$ cat config.mk
export PLATFORM = sky130hd
export DESIGN_NAME = ascii_can_frame_parser_core
export DESIGN_NICKNAME = d
export VERILOG_FILES = /design/src/hw/rtl/acfp_pkg.sv /design/src/hw/rtl/ascii_can_frame_parser_core.sv
export SDC_FILE = /design/constraint.sdc
export NUM_CORES = 1
export LEC_CHECK = 0
export ABC_AREA = 1
export BUFFER_PORTS_ARGS = -buffer_cell sky130_fd_sc_hd__buf_2
export CELL_PAD_IN_SITES_DETAIL_PLACEMENT = 1
export CELL_PAD_IN_SITES_GLOBAL_PLACEMENT = 1
export CORE_MARGIN = 2
export CORE_UTILIZATION = 39
export CTS_BUF_LIST = sky130_fd_sc_hd__clkbuf_2
export DETAILED_ROUTE_END_ITERATION = 10
export PLACE_DENSITY_LB_ADDON = 0.25
export RECOVER_POWER = 50
export SYNTH_ARGS = -nofsm -noshare
export SYNTH_HDL_FRONTEND = slang
export SYNTH_SLANG_ARGS = --single-unit
$ cat constraint.sdc
create_clock -name i_clk -period 4.4 [get_ports i_clk]
set_input_delay 0.66 -clock i_clk [delete_from_list [all_inputs] [get_ports i_clk]]
set_output_delay 0.66 -clock i_clk [all_outputs]
set_load 0.1 [all_outputs]
$ cat src/hw/rtl/acfp_pkg.sv
package acfp_pkg;

    localparam logic [6:0] CLASSIC_MAX_BYTES = 7'd8;
    localparam logic [6:0] FD_MAX_BYTES      = 7'd64;

    localparam int OQ_DEPTH = 4;
    localparam int OQ_AW    = $clog2(OQ_DEPTH);

    localparam logic [7:0] CH_HASH   = 8'h23;
    localparam logic [7:0] CH_DOT    = 8'h2E;
    localparam logic [7:0] CH_R_UP   = 8'h52;
    localparam logic [7:0] CH_R_LOW  = 8'h72;

    localparam logic [4:0] NIB_NONHEX = 5'd16;
    localparam logic [4:0] NIB_DLC_MAX = 5'd8;

    localparam logic [31:0] FLAG_EFF = 32'h8000_0000;
    localparam logic [31:0] FLAG_RTR = 32'h4000_0000;

    localparam logic       KIND_BYTE    = 1'b0;
    localparam logic       KIND_SUMMARY = 1'b1;

    localparam logic [1:0] ST_INVALID = 2'd0;
    localparam logic [1:0] ST_CLASSIC = 2'd1;
    localparam logic [1:0] ST_FD      = 2'd2;

    typedef enum logic [6:0] {
        PH_ID       = 7'b0000001,
        PH_AFTER    = 7'b0000010,
        PH_RTR      = 7'b0000100,
        PH_FDFLAG   = 7'b0001000,
        PH_DATA     = 7'b0010000,
        PH_DATA_DOT = 7'b0100000,
        PH_DONE     = 7'b1000000
    } t_phase;

    typedef struct packed {
        logic [7:0] text_char;
        logic       end_of_text;
    } t_in_item;

    typedef struct packed {
        logic        item_kind;
        logic [7:0]  byte_value;
        logic [5:0]  byte_index;
        logic [31:0] frame_id;
        logic [6:0]  data_length;
        logic [3:0]  fd_flags;
        logic [1:0]  frame_status;
        logic        last_result;
    } t_out_item;

    function automatic logic [4:0] hex_value(input logic [7:0] c);
        logic [4:0] v;
        v = NIB_NONHEX;
        if (c >= 8'h30 && c <= 8'h39) begin
            v = 5'(c - 8'h30);
        end else if (c >= 8'h41 && c <= 8'h46) begin
            v = 5'(c - 8'h37);
        end else if (c >= 8'h61 && c <= 8'h66) begin
            v = 5'(c - 8'h57);
        end
        return v;
    endfunction

endpackage

$ cat src/hw/rtl/ascii_can_frame_parser_core.sv
// Text CAN frame decoder ("id#data", "id#R", "id##<flags>data").
// Input channel: i_valid / o_stall / i_data, one ASCII character per
// transaction, end_of_text set on the last character of a string.
// Output channel: o_valid / i_stall / o_data, one result per transaction:
// a data byte (item_kind 0) as soon as its second nibble arrives, and a
// frame summary (item_kind 1, last_result 1) after the last character.
// Each result is written into the output queue when its character is accepted.
// Throughput: one character per cycle while o_stall is low; the decode is
// a single registered step per character. A character that completes a byte
// and ends the string yields two results, which leave the four-entry output
// queue one per cycle while i_stall is low.
// o_stall rises when the output queue has fewer than two free entries, so
// a stalled receiver holds the input side back once three or four results wait.
// Reset (i_rst_n low, synchronous) empties the queue and returns the
// decoder to the start of a string; each summary does the same for the
// decoder.
module ascii_can_frame_parser_core
    import acfp_pkg::*;
(
    input  logic      i_clk,
    input  logic      i_rst_n,
    input  logic      i_valid,
    output logic      o_stall,
    input  t_in_item  i_data,
    output logic      o_valid,
    input  logic      i_stall,
    output t_out_item o_data
);

    t_phase      r_phase,    n_phase;
    logic [3:0]  r_pos,      n_pos;
    logic [31:0] r_acc,      n_acc;
    logic [7:0]  r_marks,    n_marks;
    logic [31:0] r_id,       n_id;
    logic [3:0]  r_flags,    n_flags;
    logic        r_fd,       n_fd;
    logic [6:0]  r_bytes,    n_bytes;
    logic [3:0]  r_upper,    n_upper;
    logic        r_half,     n_half;
    logic [3:0]  r_rlen,     n_rlen;
    logic        r_failed,   n_failed;

    t_out_item          r_oq [OQ_DEPTH];
    logic [OQ_AW-1:0]   r_wr_ptr, n_wr_ptr;
    logic [OQ_AW-1:0]   r_rd_ptr, n_rd_ptr;
    logic [OQ_AW:0]     r_count,  n_count;

    logic       in_acc;
    logic       out_acc;
    logic [4:0] nb;
    logic       push_byte;
    logic       push_sum;
    t_out_item  byte_res;
    t_out_item  sum_res;

    assign in_acc  = i_valid && !o_stall;
    assign out_acc = o_valid && !i_stall;
    assign nb      = hex_value(i_data.text_char);
    assign o_valid = (r_count != '0);
    assign o_stall = (r_count > (OQ_AW+1)'(OQ_DEPTH - 2));
    assign o_data  = r_oq[r_rd_ptr];

    always_comb begin
        logic       do_data;
        logic [6:0] limit;
        logic       valid_frame;
        logic       remote;

        n_phase  = r_phase;
        n_pos    = r_pos;
        n_acc    = r_acc;
        n_marks  = r_marks;
        n_id     = r_id;
        n_flags  = r_flags;
        n_fd     = r_fd;
        n_bytes  = r_bytes;
        n_upper  = r_upper;
        n_half   = r_half;
        n_rlen   = r_rlen;
        n_failed = r_failed;
        do_data  = 1'b0;
        limit    = CLASSIC_MAX_BYTES;
        push_byte = 1'b0;
        push_sum  = 1'b0;
        byte_res = '0;
        sum_res  = '0;
        valid_frame = 1'b0;
        remote = 1'b0;

        if (in_acc) begin
            if (!r_failed) begin
                case (r_phase)
                    PH_ID: begin
                        if (r_pos == 4'd3 && i_data.text_char == CH_HASH) begin
                            if (r_marks[2:0] != 3'b000) begin
                                n_failed = 1'b1;
                            end else begin
                                n_id    = {20'h0, r_acc[11:0]};
                                n_phase = PH_AFTER;
                            end
                        end else if (r_pos >= 4'd8) begin
                            if (i_data.text_char == CH_HASH && r_marks == 8'h00) begin
                                n_id    = r_acc[29] ? r_acc : (r_acc | FLAG_EFF);
                                n_phase = PH_AFTER;
                            end else begin
                                n_failed = 1'b1;
                            end
                        end else begin
                            if (nb == NIB_NONHEX) begin
                                n_marks[r_pos[2:0]] = 1'b1;
                            end
                            n_acc = {r_acc[27:0], nb[3:0]};
                            n_pos = r_pos + 4'd1;
                        end
                    end
                    PH_AFTER: begin
                        if (i_data.text_char == CH_R_UP || i_data.text_char == CH_R_LOW) begin
                            n_id    = r_id | FLAG_RTR;
                            n_phase = PH_RTR;
                        end else if (i_data.text_char == CH_HASH) begin
                            n_fd    = 1'b1;
                            n_phase = PH_FDFLAG;
                        end else begin
                            n_phase = PH_DATA;
                            do_data = 1'b1;
                        end
                    end
                    PH_RTR: begin
                        if (nb <= NIB_DLC_MAX) begin
                            n_rlen = nb[3:0];
                        end
                        n_phase = PH_DONE;
                    end
                    PH_FDFLAG: begin
                        if (nb == NIB_NONHEX) begin
                            n_failed = 1'b1;
                        end else begin
                            n_flags = nb[3:0];
                            n_phase = PH_DATA;
                        end
                    end
                    PH_DATA, PH_DATA_DOT: begin
                        do_data = 1'b1;
                    end
                    default: begin
                    end
                endcase
            end

            limit = r_fd ? FD_MAX_BYTES : CLASSIC_MAX_BYTES;
            if (do_data && r_bytes < limit) begin
                if (r_half) begin
                    if (nb == NIB_NONHEX) begin
                        n_failed = 1'b1;
                    end else begin
                        push_byte           = 1'b1;
                        byte_res.item_kind  = KIND_BYTE;
                        byte_res.byte_value = {r_upper, nb[3:0]};
                        byte_res.byte_index = r_bytes[5:0];
                        n_bytes = r_bytes + 7'd1;
                        n_half  = 1'b0;
                        n_phase = PH_DATA;
                    end
                end else if (i_data.text_char == CH_DOT && n_phase == PH_DATA) begin
                    n_phase = PH_DATA_DOT;
                end else if (nb == NIB_NONHEX) begin
                    n_failed = 1'b1;
                end else begin
                    n_upper = nb[3:0];
                    n_half  = 1'b1;
                    n_phase = PH_DATA;
                end
            end

            if (i_data.end_of_text) begin
                valid_frame = !n_failed && n_phase != PH_ID && n_phase != PH_FDFLAG && !n_half;
                remote      = (n_phase == PH_RTR) || (n_phase == PH_DONE);
                push_sum             = 1'b1;
                sum_res.item_kind    = KIND_SUMMARY;
                sum_res.last_result  = 1'b1;
                if (valid_frame) begin
                    sum_res.frame_id     = n_id;
                    sum_res.data_length  = remote ? {3'b000, n_rlen} : n_bytes;
                    sum_res.fd_flags     = n_fd ? n_flags : 4'h0;
                    sum_res.frame_status = n_fd ? ST_FD : ST_CLASSIC;
                end else begin
                    sum_res.frame_status = ST_INVALID;
                end
                n_phase  = PH_ID;
                n_pos    = '0;
                n_acc    = '0;
                n_marks  = '0;
                n_id     = '0;
                n_flags  = '0;
                n_fd     = 1'b0;
                n_bytes  = '0;
                n_upper  = '0;
                n_half   = 1'b0;
                n_rlen   = '0;
                n_failed = 1'b0;
            end
        end
    end

    always_comb begin
        n_wr_ptr = r_wr_ptr + OQ_AW'(push_byte) + OQ_AW'(push_sum);
        n_rd_ptr = r_rd_ptr + OQ_AW'(out_acc);
        n_count  = r_count + (OQ_AW+1)'(push_byte) + (OQ_AW+1)'(push_sum)
                   - (OQ_AW+1)'(out_acc);
    end

    always_ff @(posedge i_clk) begin
        if (!i_rst_n) begin
            r_phase  <= PH_ID;
            r_pos    <= '0;
            r_acc    <= '0;
            r_marks  <= '0;
            r_id     <= '0;
            r_flags  <= '0;
            r_fd     <= 1'b0;
            r_bytes  <= '0;
            r_upper  <= '0;
            r_half   <= 1'b0;
            r_rlen   <= '0;
            r_failed <= 1'b0;
            r_wr_ptr <= '0;
            r_rd_ptr <= '0;
            r_count  <= '0;
        end else begin
            r_phase  <= n_phase;
            r_pos    <= n_pos;
            r_acc    <= n_acc;
            r_marks  <= n_marks;
            r_id     <= n_id;
            r_flags  <= n_flags;
            r_fd     <= n_fd;
            r_bytes  <= n_bytes;
            r_upper  <= n_upper;
            r_half   <= n_half;
            r_rlen   <= n_rlen;
            r_failed <= n_failed;
            r_wr_ptr <= n_wr_ptr;
            r_rd_ptr <= n_rd_ptr;
            r_count  <= n_count;
        end
    end

    always_ff @(posedge i_clk) begin
        if (push_byte) begin
            r_oq[r_wr_ptr] <= byte_res;
            if (push_sum) begin
                r_oq[r_wr_ptr + OQ_AW'(1)] <= sum_res;
            end
        end else if (push_sum) begin
            r_oq[r_wr_ptr] <= sum_res;
        end
    end

`ifndef SYNTHESIS
    a_oq_bound: assert property (@(posedge i_clk) disable iff (!i_rst_n)
        r_count <= (OQ_AW+1)'(OQ_DEPTH))
        else $error("output queue overflow");

    a_eot_result: assert property (@(posedge i_clk) disable iff (!i_rst_n)
        (in_acc && i_data.end_of_text) |=> o_valid)
        else $error("no result after end of text");

    a_eot_restart: assert property (@(posedge i_clk) disable iff (!i_rst_n)
        (in_acc && i_data.end_of_text) |=> (r_phase == PH_ID && r_pos == '0 && !r_failed))
        else $error("decoder not restarted after end of text");

    a_kind_last: assert property (@(posedge i_clk) disable iff (!i_rst_n)
        o_valid |-> (o_data.item_kind == o_data.last_result))
        else $error("summary and last flag disagree");
`endif

endmodule
## After elaboration in Yosys (flattened, before gate mapping)

Memory sizes are Yosys's and may differ from the RTL's. A register that Yosys moved wholly into a read port is not among the register bits.
Index checks and enable logic that the tools add are counted.

- Add/sub/neg operators: 12
- Multipliers: 0
- Divide/modulo/power cells: 0
- Order comparisons: 12
- Eq/ne operators: 23
- Shift operators: 0
- Mux-type cells: 119
- Bitwise operators: 2
- Reduce and logical (&&, ||, !) cells: 29

Operator list:

| operator | number |
|---|---|
| $mux 32 | 12 |
| $mux 7 | 19 |
| $mux 46 | 2 |
| $mux 4 | 19 |
| $pmux 32 s2 | 1 |
| $mux 61 | 1 |
| $mux 14 | 4 |
| $mux 8 | 6 |
| $mux 43 | 1 |
| $mux 1 | 41 |
| $mux 31 | 1 |
| $pmux 7 s4 | 1 |
| $mux 5 | 5 |
| $eq 8x6->1 const B | 2 |
| $eq 8x7->1 const B | 2 |
| $ge 8x7->1 const B | 2 |
| $le 8x7->1 const B | 2 |
| $sub 5x5->5 const B | 3 |
| $eq 7x3->1 const B | 2 |
| $eq 7x5->1 const B | 2 |
| $logic_and 1x1->1 | 13 |
| $ne 2x2->1 const B | 6 |
| $reduce_and 5->1 | 2 |
| $ge 8x6->1 const B | 1 |
| other kinds (34) | 47 |

- Register bits after elaboration: 112
- Bits in latches: 0
- Bits in writable memories: 244
- Bits in read-only memories: 0
- Output and inout bits: 63
- Memories kept: 1

Memories:

| memory | depth | bits a word | rd ports | clocked after Yosys merged registers in | wr ports | line | text |
|---|---|---|---|---|---|---|---|
| r_oq | 4 | 61 | 1 | 1 | 2 | ascii_can_frame_parser_core.sv:43 | `t_out_item r_oq [OQ_DEPTH];` |

## Longest topological paths before layout

Gate-level depths: netlist of run 1.

- Depth after elaboration: 24
- Gate-level depth with buffers: 20
- Depth with buffers taken out: 20

## Worst setup path after synthesis of run 1

No wires, ideal clock.

- Path type: register to output
- From: register, netlist name r_rd_ptr[1]
- To: output o_data[60] (netlist bit)
- Data arrival time: 3.226 ns
- Setup slack: 0.514 ns
- Stages on the path, launching flop included: 8
- Cell sequence: dfxtp_1 -> clkbuf_1 -> inv_1 -> clkbuf_1 -> clkbuf_1 -> o21ai_0 -> o22ai_1 -> buf_4

RTL lines:

| item | line | text |
|---|---|---|
| end: declaration | ascii_can_frame_parser_core.sv:27 | `output t_out_item o_data` |

==> metrics.txt, run 1 <==
# TYPE chip_impl_metric gauge
chip_impl_info{name="outcome",value="finished, violations left"} 1
chip_impl_info{name="failing_checks",value="max-capacitance violations, max-slew violations"} 1
chip_impl_metric{name="grt_overflow_total",unit=""} 0
chip_impl_metric{name="drive_gt1_share",unit="%"} 17.6
chip_impl_metric{name="timing.final.max_slew_violations",unit=""} 58
chip_impl_metric{name="port_buffers",unit=""} 75
chip_impl_metric{name="clk_pin_slew",unit="ps"} 90
chip_impl_metric{name="timing.slew.headroom",unit="%"} -9.21
chip_impl_metric{name="die-area",unit="um^2"} 45400
chip_impl_metric{name="core_region_area",unit="um^2"} 43200
chip_impl_metric{name="drt-pass1-iter-count",unit=""} 5
chip_impl_metric{name="ys_seq_area_share",unit="%"} 52.1
chip_impl_metric{name="power_density_over_the_cells",unit="nW/um^2"} 606
chip_impl_metric{name="clock_path_buffers",unit=""} 3
chip_impl_metric{name="total_of_warnings_raised_by_yosys",unit=""} 0
chip_impl_metric{name="rows",unit=""} 76
chip_impl_metric{name="switching_share",unit="%"} 51.2
chip_impl_metric{name="gr-usage-all-layers",unit="%"} 23.6
chip_impl_metric{name="power_frac_clock",unit="%"} 20.8
chip_impl_info{name="root_buffer",value="clkbuf_2"} 1
chip_impl_metric{name="num_io_pins",unit=""} 76
chip_impl_metric{name="totalNegativeSetupSlack",unit="ps"} 0
chip_impl_metric{name="cp_max_fo",unit=""} 42
chip_impl_metric{name="cts_htree_levels",unit=""} 3
chip_impl_metric{name="critPathArrivalTime",unit="ps"} 3530
chip_impl_info{name="timing.setup.critical_path_class",value="reg -> out"} 1
chip_impl_metric{name="layout_cell_area_excl_fill",unit="um^2"} 18900
chip_impl_metric{name="cap_viol_max_count",unit=""} 2
chip_impl_metric{name="finalWeightedCongestion",unit=""} 0.860
chip_impl_metric{name="numCtsBuffers",unit=""} 96
chip_impl_metric{name="syn-num-nets",unit=""} 2017
chip_impl_metric{name="postLayoutCoreUtil",unit="%"} 43.8
chip_impl_metric{name="finalSetupViolations",unit=""} 0
chip_impl_metric{name="p_leak",unit="nW"} 7.21
chip_impl_metric{name="drt-wirelength-per-cell",unit="um"} 19.1
chip_impl_metric{name="floorplan.initialDensity",unit="%"} 39.5
chip_impl_info{name="synth_top_area_cell",value="edfxtp_1"} 1
chip_impl_metric{name="maximum_number_of_pins_on_one_net_before_global_route_repair",unit=""} 68
chip_impl_metric{name="final_net_count",unit=""} 2117
chip_impl_metric{name="hpwlAfterDp",unit="um"} 33500
chip_impl_metric{name="power_switching",unit="mW"} 5.86
chip_impl_metric{name="wire_length_of_the_first_global_routing_pass",unit="um"} 82800
chip_impl_info{name="startpoint_type",value="register"} 1
chip_impl_metric{name="mappedNetlistArea",unit="um^2"} 17100
chip_impl_metric{name="cts_resizes",unit=""} 0
chip_impl_metric{name="detail_route.drc_violations",unit=""} 0
chip_impl_metric{name="synthToLayoutAreaGrowth",unit="%"} 10.7
chip_impl_metric{name="compound_cell_area_share_of_the_yosys_netlist",unit="%"} 15.3
chip_impl_metric{name="internal-power",unit="mW"} 5.59
chip_impl_metric{name="synthSimpleGateAreaFrac",unit="%"} 24.1
chip_impl_metric{name="routed_wirelength",unit="um"} 52500
chip_impl_info{name="cts_tree",value="built"} 1
chip_impl_info{name="hold_path_class",value="in -> reg"} 1
chip_impl_metric{name="fin_skew",unit="ps"} 77.0
chip_impl_metric{name="synth_xor_area_share",unit="%"} 0.359
chip_impl_metric{name="synth_edf_count",unit=""} 184
chip_impl_metric{name="irDropWorstVdd",unit="uV"} 475
chip_impl_metric{name="grt_antenna_before_repair",unit=""} 1
chip_impl_metric{name="synth.lib_cells_used.distinct",unit=""} 47
chip_impl_metric{name="synth_top_area_share",unit="%"} 32.4
chip_impl_metric{name="postSynth.asyncResetShare",unit="%"} 0
chip_impl_metric{name="synth_cells",unit=""} 1989
chip_impl_metric{name="via_per_instance_ratio",unit=""} 5.26
chip_impl_metric{name="whs",unit="ps"} 126
chip_impl_metric{name="required",unit="ps"} 3740
chip_impl_metric{name="cts.sink_count",unit=""} 352
chip_impl_info{name="largest_family_of_logic_cells_by_synthesized_area",value="simple AND/OR/NAND/NOR gates"} 1
chip_impl_metric{name="vias",unit=""} 14400
chip_impl_metric{name="worst_pin_slew",unit="ps"} 1640
chip_impl_info{name="grt_setup_unrepaired",value="no"} 1
chip_impl_metric{name="die_y",unit="um"} 213
chip_impl_metric{name="drt_iter0_drc",unit=""} 917
chip_impl_metric{name="period_needed",unit="ps"} 4190
chip_impl_info{name="netlist_top_cells_area",value="edfxtp_1 (32%), dfxtp_1 (20%), nor2_1 (7.5%), nand2_1 (7.2%), o21ai_0 (6.4%)"} 1
chip_impl_metric{name="first_global_vias",unit=""} 15000
chip_impl_metric{name="yosys_register_bits",unit=""} 352
chip_impl_info{name="yosys_most_used_dff",value="edfxtp_1"} 1
chip_impl_metric{name="maxClockFrequency",unit="MHz"} 239
chip_impl_metric{name="ant_nets",unit=""} 0
chip_impl_metric{name="hold_viol_final",unit=""} 0
chip_impl_info{name="cp_endpoint_kind",value="primary output"} 1
chip_impl_metric{name="synth_mux_area_share",unit="%"} 0
chip_impl_metric{name="die-width",unit="um"} 213
chip_impl_metric{name="pwr-share-comb",unit="%"} 45.7
chip_impl_metric{name="clk_latency",unit="ps"} 1080
chip_impl_metric{name="post_synthesis_adder_cell_area_fraction",unit="%"} 1.23
chip_impl_metric{name="p_seq_share",unit="%"} 33.5
chip_impl_metric{name="detailed_place.area",unit="um^2"} 18100
chip_impl_metric{name="final.period_utilization",unit="%"} 95.2
chip_impl_metric{name="mean_syn_cell_area",unit="um^2"} 8.58
-- timing repair --
item,in CTS,in global routing
hold endpoints to repair,13,0
hold buffers,3,0
buffers inserted,0,0
-- final cells by class --
class	instances	area, um^2
flip-flops and latches	352	8890
clock buffers	150	751
multi-input cells	1363	6960
well taps	585	732
repair buffers	116	842
clock inverters	15	103
inverters	160	602
fillers	5244	24300
diodes	2	5.00
-- per-stage QoR --
step,setup slack [ps],total power [mW],cells
finish,212,11.5,2743
global route,31.3,12.0,2743
CTS,157,11.6,2741
detailed placement,632,9.20,2573
global placement,709,9.12,2573
floorplan,514,8.07,1989
-- cells by family (layout without fill, tap and decap cells) --
logic type | Yosys count | in the layout
adder cells (fa/ha/maj) | 15 | 15
flip-flops | 352 | 352
buffers and inverters | 274 | 441
XOR/XNOR | 7 | 7
AO/OA/AOI/OAI | 486 | 486
AND/OR/NAND/NOR | 855 | 855
other | 0 | 2
-- power by group through the flow --
stage,logic (mW),clock network (mW),registers (mW)
2_1_floorplan,4.24,0,3.83
3_3_place_gp,5.22,0,3.90
3_5_place_dp,5.29,0,3.91
4_1_cts,5.29,2.46,3.84
5_1_grt,5.52,2.64,3.87
6_report,5.23,2.38,3.84
-- Yosys cell counts, types with 2 or more instances --
master,instances
a21boi_0,3
a21oi_1,160
a31oi_1,2
buf_12,4
buf_2,13
buf_4,7
buf_6,3
clkbuf_1,84
clkbuf_8,2
dfxtp_1,168
edfxtp_1,184
fa_1,3
ha_1,12
inv_1,151
inv_2,9
nand2_1,325
nand2_2,15
nand3_1,53
nand3_2,3
nand3_4,41
nand4_1,13
nor2_1,341
nor2_2,38
nor2_4,3
nor3_1,12
o21ai_0,219
o21ai_2,9
o22ai_1,86
or2_2,3
xnor2_1,2
xor2_1,5
-- cells in the final DEF (no fill, tap or decap), types with 4 or more instances in the layout --
master    synthesis  layout
nor3_1           12      12
xor2_1            5       5
ha_1             12      12
buf_12            4      12
clkbuf_1         84       4
clkbuf_4          0       5
dfxtp_1         168     167
nand4_1          13      13
nand2_2          15      14
buf_4             7      21
nor2_1          341     351
nor2_2           38      30
nand3_1          53      54
inv_2             9      10
a21oi_1         160     160
clkinv_1          0       7
edfxtp_1        184     184
buf_2            13      67
o21ai_0         219     221
nand2_1         325     326
nand3_4          41      40
inv_1           151     150
o22ai_1          86      86
clkbuf_2          0     153
-- state kept, by name (all words and copies together) (netlist names) --
signal    count
r_acc        32
r_bytes       7
r_count       3
r_failed      1
r_fd          1
r_flags       4
r_half        1
r_id         32
r_marks       8
r_oq        240
r_phase       7
r_pos         4
r_rd_ptr      2
r_rlen        4
r_upper       4
r_wr_ptr      2
-- routing by layer --
layer	global-route usage [%]	share of wire, %	up-vias	routed length, um
li1	-	-	6939	-
met1	32.1	47	7148	24700
met2	38.7	47	297	24600
met3	3.85	4.7	54	2460
met4	6.70	1.4	0	722
met5	0	0	-	0
-- critical path, stage by stage (launching register included) --
cell and delay (ps):
dfxtp_4 650, clkinv_2 640, buf_12 400, o21ai_0 210
o22ai_1 200, buf_2 350
-- final timing paths --
| check | depth (start not counted) | start | slack, ps | to |
|---|---|---|---|---|
| worst max-delay path | 5 | r_rd_ptr[0]$_SDFF_PN0_ | 210 | o_data[10] |
| worst min-delay path | 5 | i_stall | 130 | r_rd_ptr[0]$_SDFF_PN0_ |
| worst max register to register | 12 | r_phase[3]$_SDFFE_PN0P_ | 290 | r_oq[3][6]$_DFFE_PP_ |
| worst min register to register | 2 | r_marks[6]$_SDFFE_PN0P_ | 450 | r_marks[6]$_SDFFE_PN0P_ |
Power figures use the tool's default switching activity.
==> inputs of run 2 (changes only) <==
--- a/config.mk
+++ b/config.mk
@@ -13,7 +13,7 @@
 export CORE_UTILIZATION = 39
 export CTS_BUF_LIST = sky130_fd_sc_hd__clkbuf_2
 export DETAILED_ROUTE_END_ITERATION = 10
-export PLACE_DENSITY_LB_ADDON = 0.25
+export PLACE_DENSITY_LB_ADDON = 0.1
 export RECOVER_POWER = 50
 export SYNTH_ARGS = -nofsm -noshare
 export SYNTH_HDL_FRONTEND = slang
==> run 2 against run 1 <==
The flow now finishes without violations. Final cell count is 0.29% higher. Power is 0.85% lower. Maximum frequency is 6.3% higher. Utilization is 0.21 points lower. Critical path depth is 1 lower. Count of clock-buffer cells in the layout is 1 lower. Via count is 0.61% lower. Die area stayed put. Combinational power is 2% lower. Worst hold slack better by 79 ps.
==> metrics.txt, run 2 (same netlist as run 1, synthesis figures left out) <==
# TYPE chip_impl_metric gauge
chip_impl_metric{name="hold_viol_final",unit=""} 0
chip_impl_metric{name="grt_antenna_before_repair",unit=""} 1
chip_impl_metric{name="first_global_vias",unit=""} 15000
chip_impl_metric{name="post_cts.repair.setup_buffers",unit=""} 0
chip_impl_metric{name="core_region_area",unit="um^2"} 43200
chip_impl_info{name="timing.setup.critical_path_class",value="reg -> out"} 1
chip_impl_metric{name="drt-pass1-iter-count",unit=""} 7
chip_impl_metric{name="routed_wirelength",unit="um"} 53400
chip_impl_metric{name="dpl_worst_slack",unit="ps"} 604
chip_impl_metric{name="cts_htree_levels",unit=""} 3
chip_impl_metric{name="finalWeightedCongestion",unit=""} 0.842
chip_impl_metric{name="port_buffers",unit=""} 75
chip_impl_metric{name="drt-wirelength-per-cell",unit="um"} 19.4
chip_impl_info{name="worstPathCellList",value="buf_4, o21ai_0, o22ai_1, buf_2"} 1
chip_impl_metric{name="final_critical_path_setup_slack",unit="ps"} 460
chip_impl_metric{name="required",unit="ps"} 3740
chip_impl_metric{name="totalNegativeSetupSlack",unit="ps"} 0
chip_impl_info{name="largest-register",value="r_oq"} 1
chip_impl_metric{name="final_net_count",unit=""} 2117
chip_impl_metric{name="power_frac_clock",unit="%"} 21.3
chip_impl_metric{name="pwr-share-comb",unit="%"} 45.2
chip_impl_metric{name="clock_path_buffers",unit=""} 3
chip_impl_metric{name="worst_pin_slew",unit="ps"} 1440
chip_impl_metric{name="rows",unit=""} 76
chip_impl_metric{name="cp_num_buf_inv",unit=""} 2
chip_impl_metric{name="postLayoutCoreUtil",unit="%"} 43.5
chip_impl_metric{name="timing.slew.headroom",unit="%"} 3.92
chip_impl_metric{name="critPathMaxStageDelay",unit="ps"} 550
chip_impl_metric{name="clk_latency",unit="ps"} 1020
chip_impl_metric{name="internal-power",unit="mW"} 5.53
chip_impl_info{name="most-common-layout-cells",value="nor2_1 (357), nand2_1 (326), o21ai_0 (219)"} 1
chip_impl_metric{name="cts.sink_count",unit=""} 352
chip_impl_metric{name="timing.reg2reg.worst_path_depth",unit=""} 12
chip_impl_metric{name="fin_skew",unit="ps"} 65.5
chip_impl_metric{name="p_leak",unit="nW"} 7.20
chip_impl_metric{name="timing.final.max_slew_violations",unit=""} 0
chip_impl_metric{name="cap_viol_max_count",unit=""} 0
chip_impl_metric{name="clk_pin_slew",unit="ps"} 90
chip_impl_info{name="largestRegisters",value="r_oq x240, r_acc x32, r_id x32"} 1
chip_impl_metric{name="power_density_over_the_cells",unit="nW/um^2"} 604
chip_impl_metric{name="drive_gt1_share",unit="%"} 17.4
chip_impl_info{name="root_buffer",value="clkbuf_2"} 1
chip_impl_metric{name="cp_num_cells",unit=""} 4
chip_impl_metric{name="period_needed",unit="ps"} 3940
chip_impl_metric{name="finalSetupViolations",unit=""} 0
chip_impl_info{name="final_common_cell",value="nor2_1"} 1
chip_impl_metric{name="vias",unit=""} 14400
chip_impl_info{name="cp_endpoint_kind",value="primary output"} 1
chip_impl_info{name="cts_tree",value="built"} 1
chip_impl_metric{name="min_path_cells",unit=""} 5
chip_impl_metric{name="via_per_instance_ratio",unit=""} 5.22
chip_impl_metric{name="post_layout_nonfiller_instances",unit=""} 2751
chip_impl_metric{name="maxClockFrequency",unit="MHz"} 254
chip_impl_metric{name="hold_bufs_inserted_after_cts",unit=""} 2
chip_impl_metric{name="largest_reg_flops",unit=""} 240
chip_impl_metric{name="switching_share",unit="%"} 51.3
chip_impl_metric{name="gr-usage-all-layers",unit="%"} 24.0
chip_impl_metric{name="synthToLayoutAreaGrowth",unit="%"} 10.2
chip_impl_metric{name="p_seq_share",unit="%"} 33.6
chip_impl_metric{name="detail_route.drc_violations",unit=""} 0
chip_impl_metric{name="critPathArrivalTime",unit="ps"} 3280
chip_impl_metric{name="wire_length_of_the_first_global_routing_pass",unit="um"} 83600
chip_impl_metric{name="ant_nets",unit=""} 0
chip_impl_info{name="grt_setup_unrepaired",value="no"} 1
chip_impl_metric{name="hpwlAfterDp",unit="um"} 34200
chip_impl_info{name="outcome",value="complete, no violations"} 1
chip_impl_metric{name="power_switching",unit="mW"} 5.83
chip_impl_metric{name="cts_resizes",unit=""} 0
chip_impl_info{name="worst_path_dominant_cell_family",value="buffers and inverters"} 1
chip_impl_metric{name="dpl.cell_count",unit=""} 2574
chip_impl_metric{name="floorplan.initialDensity",unit="%"} 39.5
chip_impl_metric{name="cp_max_fo",unit=""} 57
chip_impl_metric{name="irDropWorstVdd",unit="uV"} 489
chip_impl_metric{name="die-width",unit="um"} 213
chip_impl_metric{name="die-area",unit="um^2"} 45400
chip_impl_info{name="hold_path_class",value="in -> reg"} 1
chip_impl_metric{name="maximum_number_of_pins_on_one_net_before_global_route_repair",unit=""} 73
chip_impl_metric{name="drt_iter0_drc",unit=""} 878
chip_impl_info{name="startpoint_type",value="register"} 1
chip_impl_metric{name="final.period_utilization",unit="%"} 89.5
chip_impl_metric{name="numCtsBuffers",unit=""} 96
chip_impl_metric{name="grt_overflow_total",unit=""} 0
chip_impl_info{name="cpMaxStageDelayCell",value="buf_4"} 1
chip_impl_metric{name="fillerInstances",unit=""} 5282
chip_impl_metric{name="die_y",unit="um"} 213
chip_impl_metric{name="num_io_pins",unit=""} 76
-- run 2: final timing paths --
check,start,end,slack [ps]
min,i_stall,r_rd_ptr[0]$_SDFF_PN0_,210
max,r_rd_ptr[0]$_SDFF_PN0_,o_data[45],460
max reg2reg,r_phase[3]$_SDFFE_PN0P_,r_oq[3][22]$_DFFE_PP_,570
min reg2reg,r_marks[5]$_SDFFE_PN0P_,r_marks[5]$_SDFFE_PN0P_,460
-- run 2: through the flow --
step                area (um^2)  hold slack (ps)  total power [mW]
finish                    18800              205              11.4
CTS                       18900             82.9              11.5
global placement          18000              438              9.01
floorplan                 17100              430              8.07
global route              18800              136              11.9
detailed placement        18000              447              9.07
-- run 2: tightest hold or removal path, cell delays in order --
cell and delay (ps):
buf_2 80, a31oi_1 60, ha_1 280, nand2_1 50, inv_1 40
-- run 2: per-layer routing --
layer | track usage [%] | vias to the layer above | part of all wire (%)
met1 | 32.7 | 7063 | 47
met2 | 39.1 | 284 | 47
met5 | 0 | - | 0
met4 | 7.35 | 0 | 1.5
li1 | - | 6950 | -
met3 | 3.82 | 53 | 4.6
-- run 2: area by class of cell --
| cell class | instances | area (um^2) | area share (%) |
|---|---|---|---|
| Sequential cell | 352 | 8890 | 47.3 |
| Multi-Input combinational cell | 1363 | 6970 | 37.1 |
| Clock buffer | 149 | 746 | 3.97 |
| Tap cell | 585 | 732 | 3.89 |
| Timing Repair Buffer | 116 | 701 | 3.73 |
| Inverter | 160 | 602 | 3.20 |
| Clock inverter | 24 | 149 | 0.792 |
| Antenna cell | 2 | 5.00 | 0.0266 |
-- run 2: power by group through the flow --
stage          combinational (mW)  clock, mW  sequential (mW)
2_1_floorplan                4.24          0             3.83
3_3_place_gp                 5.13          0             3.87
3_5_place_dp                 5.19          0             3.88
4_1_cts                      5.20       2.51             3.81
5_1_grt                      5.41       2.67             3.84
6_report                     5.13       2.42             3.81
==> inputs of run 3 (changes only) <==
--- a/config.mk
+++ b/config.mk
@@ -15,6 +15,7 @@
 export DETAILED_ROUTE_END_ITERATION = 10
 export PLACE_DENSITY_LB_ADDON = 0.1
 export RECOVER_POWER = 50
+export REMOVE_ABC_BUFFERS = 1
 export SYNTH_ARGS = -nofsm -noshare
 export SYNTH_HDL_FRONTEND = slang
 export SYNTH_SLANG_ARGS = --single-unit
==> run 3 against run 2 <==
Final cell count down 0.15%. Utilization up 0.10 points. Setup slack improved by 47 ps. Critical path type is now reg -> reg. Clock power hardly changed.
==> metrics.txt, run 3 (same netlist as run 1, synthesis figures left out) <==
# TYPE chip_impl_metric gauge
chip_impl_info{name="outcome",value="complete, no violations"} 1
chip_impl_metric{name="core_region_area",unit="um^2"} 43200
chip_impl_metric{name="cts_htree_levels",unit=""} 3
chip_impl_metric{name="cp_num_cells",unit=""} 10
chip_impl_metric{name="cap_viol_max_count",unit=""} 0
chip_impl_metric{name="drt-wirelength-per-cell",unit="um"} 19.2
chip_impl_metric{name="numCtsBuffers",unit=""} 96
chip_impl_metric{name="switching_share",unit="%"} 51.1
chip_impl_metric{name="drt_iter0_drc",unit=""} 798
chip_impl_metric{name="drt-pass1-iter-count",unit=""} 5
chip_impl_metric{name="rows",unit=""} 76
chip_impl_metric{name="via_per_instance_ratio",unit=""} 5.21
chip_impl_metric{name="grtUsageMet3",unit="%"} 3.91
chip_impl_metric{name="die-area",unit="um^2"} 45400
chip_impl_metric{name="num_io_pins",unit=""} 76
chip_impl_info{name="cts_tree",value="built"} 1
chip_impl_metric{name="p_leak",unit="nW"} 7.20
chip_impl_metric{name="maximum_number_of_pins_on_one_net_before_global_route_repair",unit=""} 114
chip_impl_info{name="startpoint_type",value="register"} 1
chip_impl_metric{name="final_net_count",unit=""} 2110
chip_impl_metric{name="post_cts.repair.setup_buffers",unit=""} 0
chip_impl_metric{name="p_seq_share",unit="%"} 33.3
chip_impl_metric{name="drive_gt1_share",unit="%"} 17.4
chip_impl_metric{name="final-seq-area",unit="um^2"} 8890
chip_impl_metric{name="hold_viol_final",unit=""} 0
chip_impl_info{name="largestRegisters",value="r_oq x240, r_acc x32, r_id x32"} 1
chip_impl_metric{name="fillerInstances",unit=""} 5324
chip_impl_metric{name="maxClockFrequency",unit="MHz"} 257
chip_impl_metric{name="cp_num_buf_inv",unit=""} 4
chip_impl_metric{name="postLayoutCoreUtil",unit="%"} 43.6
chip_impl_metric{name="port_buffers",unit=""} 75
chip_impl_metric{name="cts.sink_count",unit=""} 352
chip_impl_metric{name="critPathMaxStageDelay",unit="ps"} 1100
chip_impl_metric{name="worst_pin_slew",unit="ps"} 1320
chip_impl_metric{name="clk_pin_slew",unit="ps"} 110
chip_impl_metric{name="min_path_cells",unit=""} 5
chip_impl_info{name="cpMaxStageDelayCell",value="clkbuf_2"} 1
chip_impl_metric{name="pwr-share-comb",unit="%"} 45.3
chip_impl_info{name="worst_path_dominant_cell_family",value="buffers and inverters"} 1
chip_impl_metric{name="irDropWorstVdd",unit="uV"} 455
chip_impl_metric{name="timing.final.max_slew_violations",unit=""} 0
chip_impl_metric{name="cp_max_fo",unit=""} 24
chip_impl_info{name="top_usage_layer",value="met2"} 1
chip_impl_metric{name="routed_wirelength",unit="um"} 52700
chip_impl_metric{name="timing.slew.headroom",unit="%"} 11.8
chip_impl_info{name="final_common_cell",value="nor2_1"} 1
chip_impl_metric{name="multiInputGateArea",unit="um^2"} 6970
chip_impl_metric{name="clk_latency",unit="ps"} 1110
chip_impl_metric{name="use_met2",unit="%"} 37.4
chip_impl_metric{name="required",unit="ps"} 5360
chip_impl_metric{name="first_global_vias",unit=""} 14600
chip_impl_metric{name="vias",unit=""} 14300
chip_impl_metric{name="die_y",unit="um"} 213
chip_impl_metric{name="internal-power",unit="mW"} 5.58
chip_impl_metric{name="floorplan.initialDensity",unit="%"} 39.5
chip_impl_metric{name="fin_skew",unit="ps"} 108
chip_impl_info{name="root_buffer",value="clkbuf_2"} 1
chip_impl_info{name="timing.setup.critical_path_class",value="reg -> reg"} 1
chip_impl_metric{name="detail_route.drc_violations",unit=""} 0
chip_impl_info{name="hold_path_class",value="in -> reg"} 1
chip_impl_metric{name="power_frac_clock",unit="%"} 21.4
chip_impl_metric{name="gr-usage-all-layers",unit="%"} 23.5
chip_impl_info{name="grt_setup_unrepaired",value="no"} 1
chip_impl_metric{name="grt_overflow_total",unit=""} 0
chip_impl_metric{name="largest_reg_flops",unit=""} 240
chip_impl_metric{name="synthToLayoutAreaGrowth",unit="%"} 10.4
chip_impl_metric{name="post_layout_nonfiller_instances",unit=""} 2747
chip_impl_metric{name="timing.reg2reg.worst_path_depth",unit=""} 10
chip_impl_info{name="cp_endpoint_kind",value="register"} 1
chip_impl_info{name="most-common-layout-cells",value="nor2_1 (347), nand2_1 (328), o21ai_0 (222)"} 1
chip_impl_metric{name="wire_length_of_the_first_global_routing_pass",unit="um"} 81700
chip_impl_metric{name="final.period_utilization",unit="%"} 88.5
chip_impl_metric{name="clock_path_buffers",unit=""} 3
chip_impl_info{name="worstPathCellList",value="inv_1, ha_1, inv_1, nand2_1, nand2_1, nor2_1, buf_4, clkbuf_2, nand3_4, nor2_2"} 1
chip_impl_metric{name="period_needed",unit="ps"} 3890
chip_impl_metric{name="hpwlAfterDp",unit="um"} 32900
chip_impl_metric{name="grt_util_met1",unit="%"} 32.8
chip_impl_metric{name="power_density_over_the_cells",unit="nW/um^2"} 605
chip_impl_metric{name="ant_nets",unit=""} 0
chip_impl_metric{name="dpl.cell_count",unit=""} 2567
chip_impl_metric{name="finalSetupViolations",unit=""} 0
chip_impl_metric{name="critPathArrivalTime",unit="ps"} 4850
chip_impl_metric{name="grt_antenna_before_repair",unit=""} 1
chip_impl_info{name="largest-register",value="r_oq"} 1
chip_impl_metric{name="die-width",unit="um"} 213
chip_impl_metric{name="power_switching",unit="mW"} 5.82
chip_impl_metric{name="finalWeightedCongestion",unit=""} 0.810
## run 3: power groups by stage
stage | clock (mW) | combinational [mW] | sequential (mW)
floorplan | 0 | 3.91 | 3.92
CTS | 2.54 | 5.24 | 3.80
detailed placement | 0 | 5.22 | 3.87
global placement | 0 | 5.19 | 3.86
finish | 2.44 | 5.16 | 3.79
global route | 2.69 | 5.46 | 3.82
## run 3: metrics by stage
stage	hold WS (ps)	setup TNS, ps	total power, mW	worst slack [ps]	cell area (um^2)
2_1_floorplan	430	-1135300	7.82	-2740	16500
3_3_place_gp	437	0	9.05	762	18000
3_5_place_dp	445	0	9.09	642	18000
4_1_cts	31.7	0	11.6	408	19000
5_1_grt	122	0	12.0	180	18800
6_report	164	0	11.4	507	18800
## run 3: layer usage
layer	routed length (um)	part of all wire, %
met1	25500	48
met2	24000	46
met3	2300	4.4
met4	823	1.6
met5	0	0
## run 3: what timing repair did
item                                   4_1_cts  5_1_grt
resized for setup                            0        0
hold buffers                                 2        0
endpoints found under the hold margin        8        0
## run 3: cell type report
cell class / instances / area share, %
Clock inverter: 28 / 0.883
Antenna cell: 1 / 0.0133
Tap cell: 585 / 3.88
Sequential cell: 352 / 47.2
Clock buffer: 149 / 3.96
Inverter: 160 / 3.19
Timing Repair Buffer: 109 / 3.88
Multi-Input combinational cell: 1363 / 37.0
## run 3: path summary, 6_finish.rpt
path / from / to / slack (ps)
setup reg to reg: r_count[1]$_SDFF_PN0_ / r_oq[0][8]$_DFFE_PP_ / 510
hold reg to reg: r_marks[5]$_SDFFE_PN0P_ / r_marks[5]$_SDFFE_PN0P_ / 450
hold / removal: i_stall / r_rd_ptr[1]$_SDFF_PN0_ / 160
setup / recovery: r_count[1]$_SDFF_PN0_ / r_oq[0][8]$_DFFE_PP_ / 510
## run 3: tightest hold or removal path, delay by kind of cell
kind | cells | cell delay [ps]
AO/OA/AOI/OAI | 1 | 50
XOR/XNOR | 1 | 140
buffers and inverters | 1 | 80
AND/OR/NAND/NOR | 1 | 40
adder cells (fa/ha/maj) | 1 | 180
